[config.mk]
export PLATFORM = sky130hd
export DESIGN_NAME = i2c_register_access_master
export DESIGN_NICKNAME = d
export VERILOG_FILES = /design/src/sv/i2crm_pkg.sv /design/src/sv/i2crm_engine.sv /design/src/sv/i2c_register_access_master.sv
export SDC_FILE = /design/constraint.sdc
export NUM_CORES = 1
export LEC_CHECK = 0
export BUFFER_PORTS_ARGS = -buffer_cell sky130_fd_sc_hd__buf_2
export CAP_MARGIN = 25
export CORE_MARGIN = 5
export CORE_UTILIZATION = 35
export CTS_CLUSTER_DIAMETER = 100
export DETAILED_ROUTE_END_ITERATION = 10
export GPL_TIMING_DRIVEN = 0
export REMOVE_ABC_BUFFERS = 1
export SKIP_LAST_GASP = 1
export SLEW_MARGIN = 20
export SYNTH_ARGS = -nofsm -noshare
export SYNTH_HDL_FRONTEND = slang
export SYNTH_SLANG_ARGS = --single-unit
[constraint.sdc]
create_clock -name clk -period 3.2 [get_ports clk]
set_input_delay 0 -clock clk [delete_from_list [all_inputs] [get_ports clk]]
set_output_delay 0 -clock clk [all_outputs]
set_load 0.01 [all_outputs]
[src/sv/i2crm_pkg.sv]
// ---------------------------------------------------------------------------
// i2crm_pkg
// Shared types and constants for the register access I2C master.
// ---------------------------------------------------------------------------
package i2crm_pkg;

  // bus command codes
  localparam logic [1:0] CMD_TICK  = 2'd0;
  localparam logic [1:0] CMD_WRITE = 2'd1;
  localparam logic [1:0] CMD_READ  = 2'd2;

  // half bit period after reset, in ticks
  localparam logic [7:0] HALF_BIT_RESET = 8'd5;

  // one transaction on the input channel: one bus timing tick
  typedef struct packed {
    logic [1:0] command;
    logic [6:0] device_address;
    logic [7:0] register_address;
    logic [7:0] byte_count;
    logic [7:0] write_data;
    logic       sda_in;
  } in_t;

  // one transaction on the result channel
  typedef struct packed {
    logic       scl_out;
    logic       sda_out;
    logic       busy_res;
    logic       write_byte_taken;
    logic [7:0] read_data;
    logic       read_valid;
    logic       ack_valid;
    logic       nack_seen;
    logic       done_res;
  } out_t;

  // bus segment sequencer, one-hot
  typedef enum logic [15:0] {
    PH_IDLE = 16'b0000_0000_0000_0001,
    PH_ST0  = 16'b0000_0000_0000_0010,
    PH_ST1  = 16'b0000_0000_0000_0100,
    PH_ST2  = 16'b0000_0000_0000_1000,
    PH_RS0  = 16'b0000_0000_0001_0000,
    PH_WLO  = 16'b0000_0000_0010_0000,
    PH_WHI  = 16'b0000_0000_0100_0000,
    PH_AK0  = 16'b0000_0000_1000_0000,
    PH_AK1  = 16'b0000_0001_0000_0000,
    PH_RLO  = 16'b0000_0010_0000_0000,
    PH_RHI  = 16'b0000_0100_0000_0000,
    PH_MK0  = 16'b0000_1000_0000_0000,
    PH_MK1  = 16'b0001_0000_0000_0000,
    PH_SP0  = 16'b0010_0000_0000_0000,
    PH_SP1  = 16'b0100_0000_0000_0000,
    PH_SP2  = 16'b1000_0000_0000_0000
  } phase_t;

  // what the byte on the wire is for
  typedef enum logic [1:0] {
    ROLE_ADDR  = 2'd0,
    ROLE_REG   = 2'd1,
    ROLE_RADDR = 2'd2,
    ROLE_DATA  = 2'd3
  } role_t;

endpackage

[src/sv/i2crm_engine.sv]
// ---------------------------------------------------------------------------
// i2crm_engine
// Bus sequencer: holds the bus state and works out one tick per step.
// ---------------------------------------------------------------------------
module i2crm_engine (
  input  logic            clk,
  input  logic            rst_n,
  input  logic            step_en,
  input  i2crm_pkg::in_t  item,
  input  logic [7:0]      half_bit_ticks,
  output i2crm_pkg::out_t result
);
  import i2crm_pkg::*;

  phase_t     phase_r, phase_nxt;
  role_t      role_r, role_nxt;
  logic [3:0] bit_cnt_r, bit_cnt_nxt;
  logic [7:0] shift_r, shift_nxt;
  logic [7:0] brem_r, brem_nxt;
  logic [6:0] dev_r, dev_nxt;
  logic [7:0] reg_r, reg_nxt;
  logic       read_mode_r, read_mode_nxt;
  logic [7:0] delay_r, delay_nxt;
  logic       scl_r, scl_nxt;
  logic       sda_r, sda_nxt;

  logic       enter_en;
  phase_t     enter_ph;
  logic [7:0] half_m1;
  logic       ack_bit;

  // a zero period behaves as one tick
  assign half_m1 = (half_bit_ticks == 8'd0) ? 8'd0 : half_bit_ticks - 8'd1;

  // next state and this tick's result
  always_comb begin
    phase_nxt     = phase_r;
    role_nxt      = role_r;
    bit_cnt_nxt   = bit_cnt_r;
    shift_nxt     = shift_r;
    brem_nxt      = brem_r;
    dev_nxt       = dev_r;
    reg_nxt       = reg_r;
    read_mode_nxt = read_mode_r;
    delay_nxt     = delay_r;
    scl_nxt       = scl_r;
    sda_nxt       = sda_r;
    enter_en      = 1'b0;
    enter_ph      = PH_IDLE;
    ack_bit       = 1'b0;

    result                  = '0;
    result.scl_out          = scl_r;
    result.sda_out          = sda_r;
    result.busy_res         = (phase_r != PH_IDLE);

    if (phase_r == PH_IDLE) begin
      // begin a transaction from idle
      if (item.command == CMD_WRITE || item.command == CMD_READ) begin
        dev_nxt         = item.device_address;
        reg_nxt         = item.register_address;
        brem_nxt        = item.byte_count;
        read_mode_nxt   = (item.command == CMD_READ);
        role_nxt        = ROLE_ADDR;
        result.busy_res = 1'b1;
        enter_en        = 1'b1;
        enter_ph        = PH_ST0;
      end
    end else if (delay_r != 8'd0) begin
      delay_nxt = delay_r - 8'd1;
    end else begin
      // end of a segment
      case (phase_r)
        PH_ST0: begin enter_en = 1'b1; enter_ph = PH_ST1; end
        PH_ST1: begin enter_en = 1'b1; enter_ph = PH_ST2; end
        PH_ST2: begin
          shift_nxt   = {dev_r, (role_r == ROLE_RADDR)};
          bit_cnt_nxt = 4'd0;
          enter_en    = 1'b1;
          enter_ph    = PH_WLO;
        end
        PH_RS0: begin enter_en = 1'b1; enter_ph = PH_ST0; end
        PH_WLO: begin enter_en = 1'b1; enter_ph = PH_WHI; end
        PH_WHI: begin
          shift_nxt   = {shift_r[6:0], 1'b0};
          bit_cnt_nxt = bit_cnt_r + 4'd1;
          enter_en    = 1'b1;
          enter_ph    = (bit_cnt_nxt >= 4'd8) ? PH_AK0 : PH_WLO;
        end
        PH_AK0: begin enter_en = 1'b1; enter_ph = PH_AK1; end
        PH_AK1: begin
          result.ack_valid = 1'b1;
          result.nack_seen = item.sda_in;
          enter_en         = 1'b1;
          if (role_r == ROLE_ADDR) begin
            role_nxt    = ROLE_REG;
            shift_nxt   = reg_r;
            bit_cnt_nxt = 4'd0;
            enter_ph    = PH_WLO;
          end else if (role_r == ROLE_RADDR) begin
            bit_cnt_nxt = 4'd0;
            shift_nxt   = 8'd0;
            enter_ph    = (brem_r == 8'd0) ? PH_SP0 : PH_RLO;
          end else if (role_r == ROLE_REG && read_mode_r) begin
            role_nxt = ROLE_RADDR;
            enter_ph = PH_RS0;
          end else if (brem_r == 8'd0) begin
            enter_ph = PH_SP0;
          end else begin
            // take the next write byte
            role_nxt                = ROLE_DATA;
            brem_nxt                = brem_r - 8'd1;
            shift_nxt               = item.write_data;
            bit_cnt_nxt             = 4'd0;
            result.write_byte_taken = 1'b1;
            enter_ph                = PH_WLO;
          end
        end
        PH_RLO: begin enter_en = 1'b1; enter_ph = PH_RHI; end
        PH_RHI: begin
          shift_nxt   = {shift_r[6:0], item.sda_in};
          bit_cnt_nxt = bit_cnt_r + 4'd1;
          enter_en    = 1'b1;
          enter_ph    = (bit_cnt_nxt >= 4'd8) ? PH_MK0 : PH_RLO;
        end
        PH_MK0: begin enter_en = 1'b1; enter_ph = PH_MK1; end
        PH_MK1: begin
          result.read_valid = 1'b1;
          result.read_data  = shift_r;
          brem_nxt          = brem_r - 8'd1;
          bit_cnt_nxt       = 4'd0;
          shift_nxt         = 8'd0;
          enter_en          = 1'b1;
          enter_ph          = (brem_nxt == 8'd0) ? PH_SP0 : PH_RLO;
        end
        PH_SP0: begin enter_en = 1'b1; enter_ph = PH_SP1; end
        PH_SP1: begin enter_en = 1'b1; enter_ph = PH_SP2; end
        PH_SP2: begin
          result.done_res = 1'b1;
          phase_nxt       = PH_IDLE;
          delay_nxt       = 8'd0;
          scl_nxt         = 1'b1;
          sda_nxt         = 1'b1;
        end
        default: begin
          phase_nxt = PH_IDLE;
          delay_nxt = 8'd0;
          scl_nxt   = 1'b1;
          sda_nxt   = 1'b1;
        end
      endcase
    end

    // start a new segment: reload the delay and set the line levels
    if (enter_en) begin
      phase_nxt = enter_ph;
      delay_nxt = half_m1;
      ack_bit   = (brem_nxt == 8'd1);
      case (enter_ph)
        PH_ST1:         begin scl_nxt = 1'b1; sda_nxt = 1'b0; end
        PH_ST2, PH_SP0: begin scl_nxt = 1'b0; sda_nxt = 1'b0; end
        PH_RS0, PH_AK0, PH_RLO: begin scl_nxt = 1'b0; sda_nxt = 1'b1; end
        PH_WLO:         begin scl_nxt = 1'b0; sda_nxt = shift_nxt[7]; end
        PH_WHI:         begin scl_nxt = 1'b1; sda_nxt = shift_nxt[7]; end
        PH_MK0:         begin scl_nxt = 1'b0; sda_nxt = ack_bit; end
        PH_MK1:         begin scl_nxt = 1'b1; sda_nxt = ack_bit; end
        PH_SP1:         begin scl_nxt = 1'b1; sda_nxt = 1'b0; end
        default:        begin scl_nxt = 1'b1; sda_nxt = 1'b1; end
      endcase
    end
  end

  // bus state registers
  always_ff @(posedge clk) begin
    if (!rst_n) begin
      phase_r     <= PH_IDLE;
      role_r      <= ROLE_ADDR;
      bit_cnt_r   <= 4'd0;
      shift_r     <= 8'd0;
      brem_r      <= 8'd0;
      dev_r       <= 7'd0;
      reg_r       <= 8'd0;
      read_mode_r <= 1'b0;
      delay_r     <= 8'd0;
      scl_r       <= 1'b1;
      sda_r       <= 1'b1;
    end else if (step_en) begin
      phase_r     <= phase_nxt;
      role_r      <= role_nxt;
      bit_cnt_r   <= bit_cnt_nxt;
      shift_r     <= shift_nxt;
      brem_r      <= brem_nxt;
      dev_r       <= dev_nxt;
      reg_r       <= reg_nxt;
      read_mode_r <= read_mode_nxt;
      delay_r     <= delay_nxt;
      scl_r       <= scl_nxt;
      sda_r       <= sda_nxt;
    end
  end

endmodule

[src/sv/i2c_register_access_master.sv]
// A result is registered: it appears on out_* in the cycle after its input transaction is accepted.
// Throughput: one transaction per cycle; the sequencer step is combinational into the
// output register, and input stalls only while a held result waits on out_stall.
// Reset (synchronous, rst_n low): bus idle with SCL and SDA released, no result
// held, half_bit_ticks back to 5.
// ---------------------------------------------------------------------------
// i2c_register_access_master
// Register write/read I2C master, stepped once per bus timing tick.
// ---------------------------------------------------------------------------
module i2c_register_access_master (
  input  logic             clk,
  input  logic             rst_n,
  input  logic             in_valid,
  output logic             in_stall,
  input  i2crm_pkg::in_t   in_data,
  output logic             out_valid,
  input  logic             out_stall,
  output i2crm_pkg::out_t  out_data,
  input  logic             cfg_wr_en,
  input  logic [7:0]       cfg_wr_data
);
  import i2crm_pkg::*;

  logic [7:0] half_bit_r;
  logic       out_valid_r;
  out_t       out_data_r;
  out_t       step_res;
  logic       accept;

  // hold input while a finished result is still waiting
  assign in_stall  = out_valid_r & out_stall;
  assign accept    = in_valid & ~in_stall;
  assign out_valid = out_valid_r;
  assign out_data  = out_data_r;

  // configuration register
  always_ff @(posedge clk) begin
    if (!rst_n) begin
      half_bit_r <= HALF_BIT_RESET;
    end else if (cfg_wr_en) begin
      half_bit_r <= cfg_wr_data;
    end
  end

  i2crm_engine u_engine (
    .clk            (clk),
    .rst_n          (rst_n),
    .step_en        (accept),
    .item           (in_data),
    .half_bit_ticks (half_bit_r),
    .result         (step_res)
  );

  // result register
  always_ff @(posedge clk) begin
    if (!rst_n) begin
      out_valid_r <= 1'b0;
    end else begin
      out_valid_r <= accept | (out_valid_r & out_stall);
    end
  end

  always_ff @(posedge clk) begin
    if (accept) begin
      out_data_r <= step_res;
    end
  end

endmodule
==> metrics <==
CTS tree yes; Synth Area per Inst 8.15 µm²; Relative slew margins 34.2%; Min-Delay Path Class primary input to flip-flop; number of synthesized flops with an enable pin 16; asr flop ratio synth 0%; Cell Rows 44; Clock power frac 31.9%; initial antenna violation count 0; Ports 65; register area share after synthesis 38.4%; worst reg2reg path depth 8; crit path cell chain or4_1, nor3_1, nor4b_2, o41a_1, a22oi_1, mux2i_1, o21ai_1, o41ai_2; critical path startpoint u_engine.phase_r[13]$_SDFFE_PN0P_; HPWL after DPL 10400 µm; sw power 1.03 mW; nature of the critical path endpoint flip-flop; crit start category flip-flop; final hold violation count 0; synthesis-to-finish area growth 23.7%; Primary FF master, synth dfxtp_1; Overall Global Routing Usage 17.8%; utilization after layout 43.6%; clk slew on worst S/H paths 60 ps; minimum clock period 3080 ps; DRC errors left 0; Clock Latency Late Sink 340 ps; FMAX 0.325 GHz; maximum VDD drop 0.334 mV; Yosys warnings 0; Switching Share 33.5%; Initial Util 35.2%; H-tree depth 3; PwrDens 491 nW/µm²; RSZ-0062 raised after global routing false; Fill cells 1395; reg-to-reg endpoint u_engine.sda_r$_SDFFE_PN1P_; synthesized area 5060 µm²; nets 755; setup ws final 125 ps; delay-heaviest family, CP simple AND/OR/NAND/NOR gates; Via-to-Cell Ratio 5.71; Seq cells post-synth 89; Synth cell types 76; fin cells 892; TritonCTS Buffers 9; final setup violation count 0; routed length per instance 17.3 µm; vias in the first global route 4738; final max-slew violation count 0; Least-Margin Pin Slew 987 ps; post-route cell area 6260 µm²; CTS max path bufs 2; root buf cell clkbuf_16; Pwr Total 3.07 mW; total gr overflow 0; slowest stage delay, CP 740 ps; Max FO, Critical Path 8; Comb pwr share 26.3%; Die W 130 µm; MaxCap Viol Count 0; Syn Inst Count 621; Inst Count DP 831; die area 17000 µm²; Power Internal 2.04 mW; detailed-route via count 5091; Die Y-Extent 130 µm; worst path arrival time 3310 ps; final worst path period share 96.1%; Num Clock Sinks 89; largest net degree at the start of global routing 47; GPL Wtd Cong 0.913; CP endpoint u_engine.sda_r$_SDFFE_PN1P_; Sequential Power Share 41.7%; status complete, no violations; Buffers & Inverters on Critical Path 0; Port Buf Inserts 64; Routed WL 15400 µm; slowest CP cell or4_1; DR pass1 iterations 8; setup slack, reg-to-reg 120 ps; first-pass GRT wire length 24100 µm; Placed Instance Area 5470 µm²; Routed Antenna Nets 0; share of post-route cells with drive strength above 1 17.8%; Critical Path RT 3430 ps; Static Leakage 2.39 nW; 1st-iter DRT viols 410; WS Path Type flip-flop to flip-flop; clk_skew 8.23 ps; reg-to-reg startpoint u_engine.phase_r[13]$_SDFFE_PN0P_; Placement Setup Slack -478 ps; Floorplan Core Area 14400 µm²; critical path depth in cells 8
[cell families after synthesis]
kind of cell	after synthesis	share of synthesized area, %
and+or+nand+nor	285	30.1
AOI/OAI and AO/OA	162	21.0
DFF	89	38.4
buffers and inverters	55	4.53
xor gates and xnor gates	12	2.08
muxes	12	2.40
adders and majority gates	6	1.48
[Yosys cell counts, types with 8 or more instances]
cell       n  area (µm²)
nand2_1   95         357
dfxtp_1   73        1460
a21oi_1   51         255
nor2_1    48         180
clkbuf_1  32         120
o21ai_0   32         160
nor3_1    28         140
a31oi_1   17         106
edfxtp_1  16         480
nand3_1   16        80.1
and3_1    15        93.8
inv_1     14        52.6
mux2i_1   11         110
nor4_1     9        56.3
a211oi_1   8        60.1
xor2_1     8        70.1
[cells in the final DEF, fill, tap and decap left out, types with 8 or more instances in the layout]
cell,synthesis,routed
nand3_1,16,15
a21oi_1,51,51
nor2_1,48,48
buf_2,6,64
o21ai_0,32,32
mux2i_1,11,11
nand2_1,95,94
inv_1,14,13
buf_4,0,9
a31oi_1,17,16
a211oi_1,8,8
clkbuf_16,0,9
dlygate4sd3_1,0,34
dfxtp_1,73,73
edfxtp_1,16,16
xor2_1,8,8
nor3_1,28,27
and3_1,15,15
[tightest hold or removal path: stages]
cell and delay [ps]:
buf_2 90, o21ai_0 90, a21oi_1 150
[registers in the layout (all words and copies together), names as in the netlist, 2 cells and up]
signal / count
out_data: 16
u_engine.phase_r: 16
half_bit_r: 8
u_engine.brem_r: 8
u_engine.delay_r: 8
u_engine.reg_r: 8
u_engine.shift_r: 8
u_engine.dev_r: 7
u_engine.bit_cnt_r: 4
u_engine.role_r: 2
[per-stage QoR]
step	hold slack [ps]	TNS, ps
after global routing	18.9	0
after detailed placement	224	-8200
after floorplan	61.9	0
after global placement	218	-19430
final	28.9	0
after CTS	11.0	-70.4
[how the worst min path moves through the flow]
stage	slack, ps	start	to	depth (start not counted)
floorplan	60	rst_n	half_bit_r[2]$_SDFFE_PN1P_	1
global placement	220	cfg_wr_data[0]	half_bit_r[0]$_SDFFE_PN1P_	3
detailed placement	220	cfg_wr_data[2]	half_bit_r[2]$_SDFFE_PN1P_	3
CTS	10	in_data[11]	u_engine.brem_r[2]$_SDFFE_PN0P_	3
global route	20	in_data[11]	u_engine.brem_r[2]$_SDFFE_PN0P_	3
finish	30	in_data[9]	u_engine.brem_r[0]$_SDFFE_PN0P_	3
[what timing repair did]
item	in CTS	in global routing
gates resized for setup	5	10
setup buffers	1	7
endpoints found under the hold margin	33	0
hold buffers	34	0
pin swaps	1	1
endpoints found under the setup margin	31	35
[power by group through the flow]
stage / registers, mW / logic, mW / clock network, mW
after floorplan: 1.29 / 0.478 / 0
after global placement: 1.30 / 0.679 / 0
after detailed placement: 1.30 / 0.696 / 0
after CTS: 1.28 / 0.746 / 0.995
after global routing: 1.29 / 0.881 / 1.04
final: 1.28 / 0.810 / 0.981
[cell type report]
type	instances	area [µm²]	share of cell area, %
multi-input cells	477	2990	47.7
repair buffers	110	776	12.4
clock inverters	4	28.8	0.460
diodes	1	2.50	0.0400
well taps	184	230	3.68
flip-flops and latches	89	1940	31.0
clock buffers	12	236	3.78
inverters	15	57.6	0.919
[per-layer routing]
metal	share of wire [%]	global-route usage, %	vias up
li1	-	-	2470
met1	44	23.6	2435
met2	48	29.4	152
met3	5.3	2.62	34
met4	2.1	6.42	0
met5	0	0	-
No activity file was read; power rests on OpenSTA's default activity.
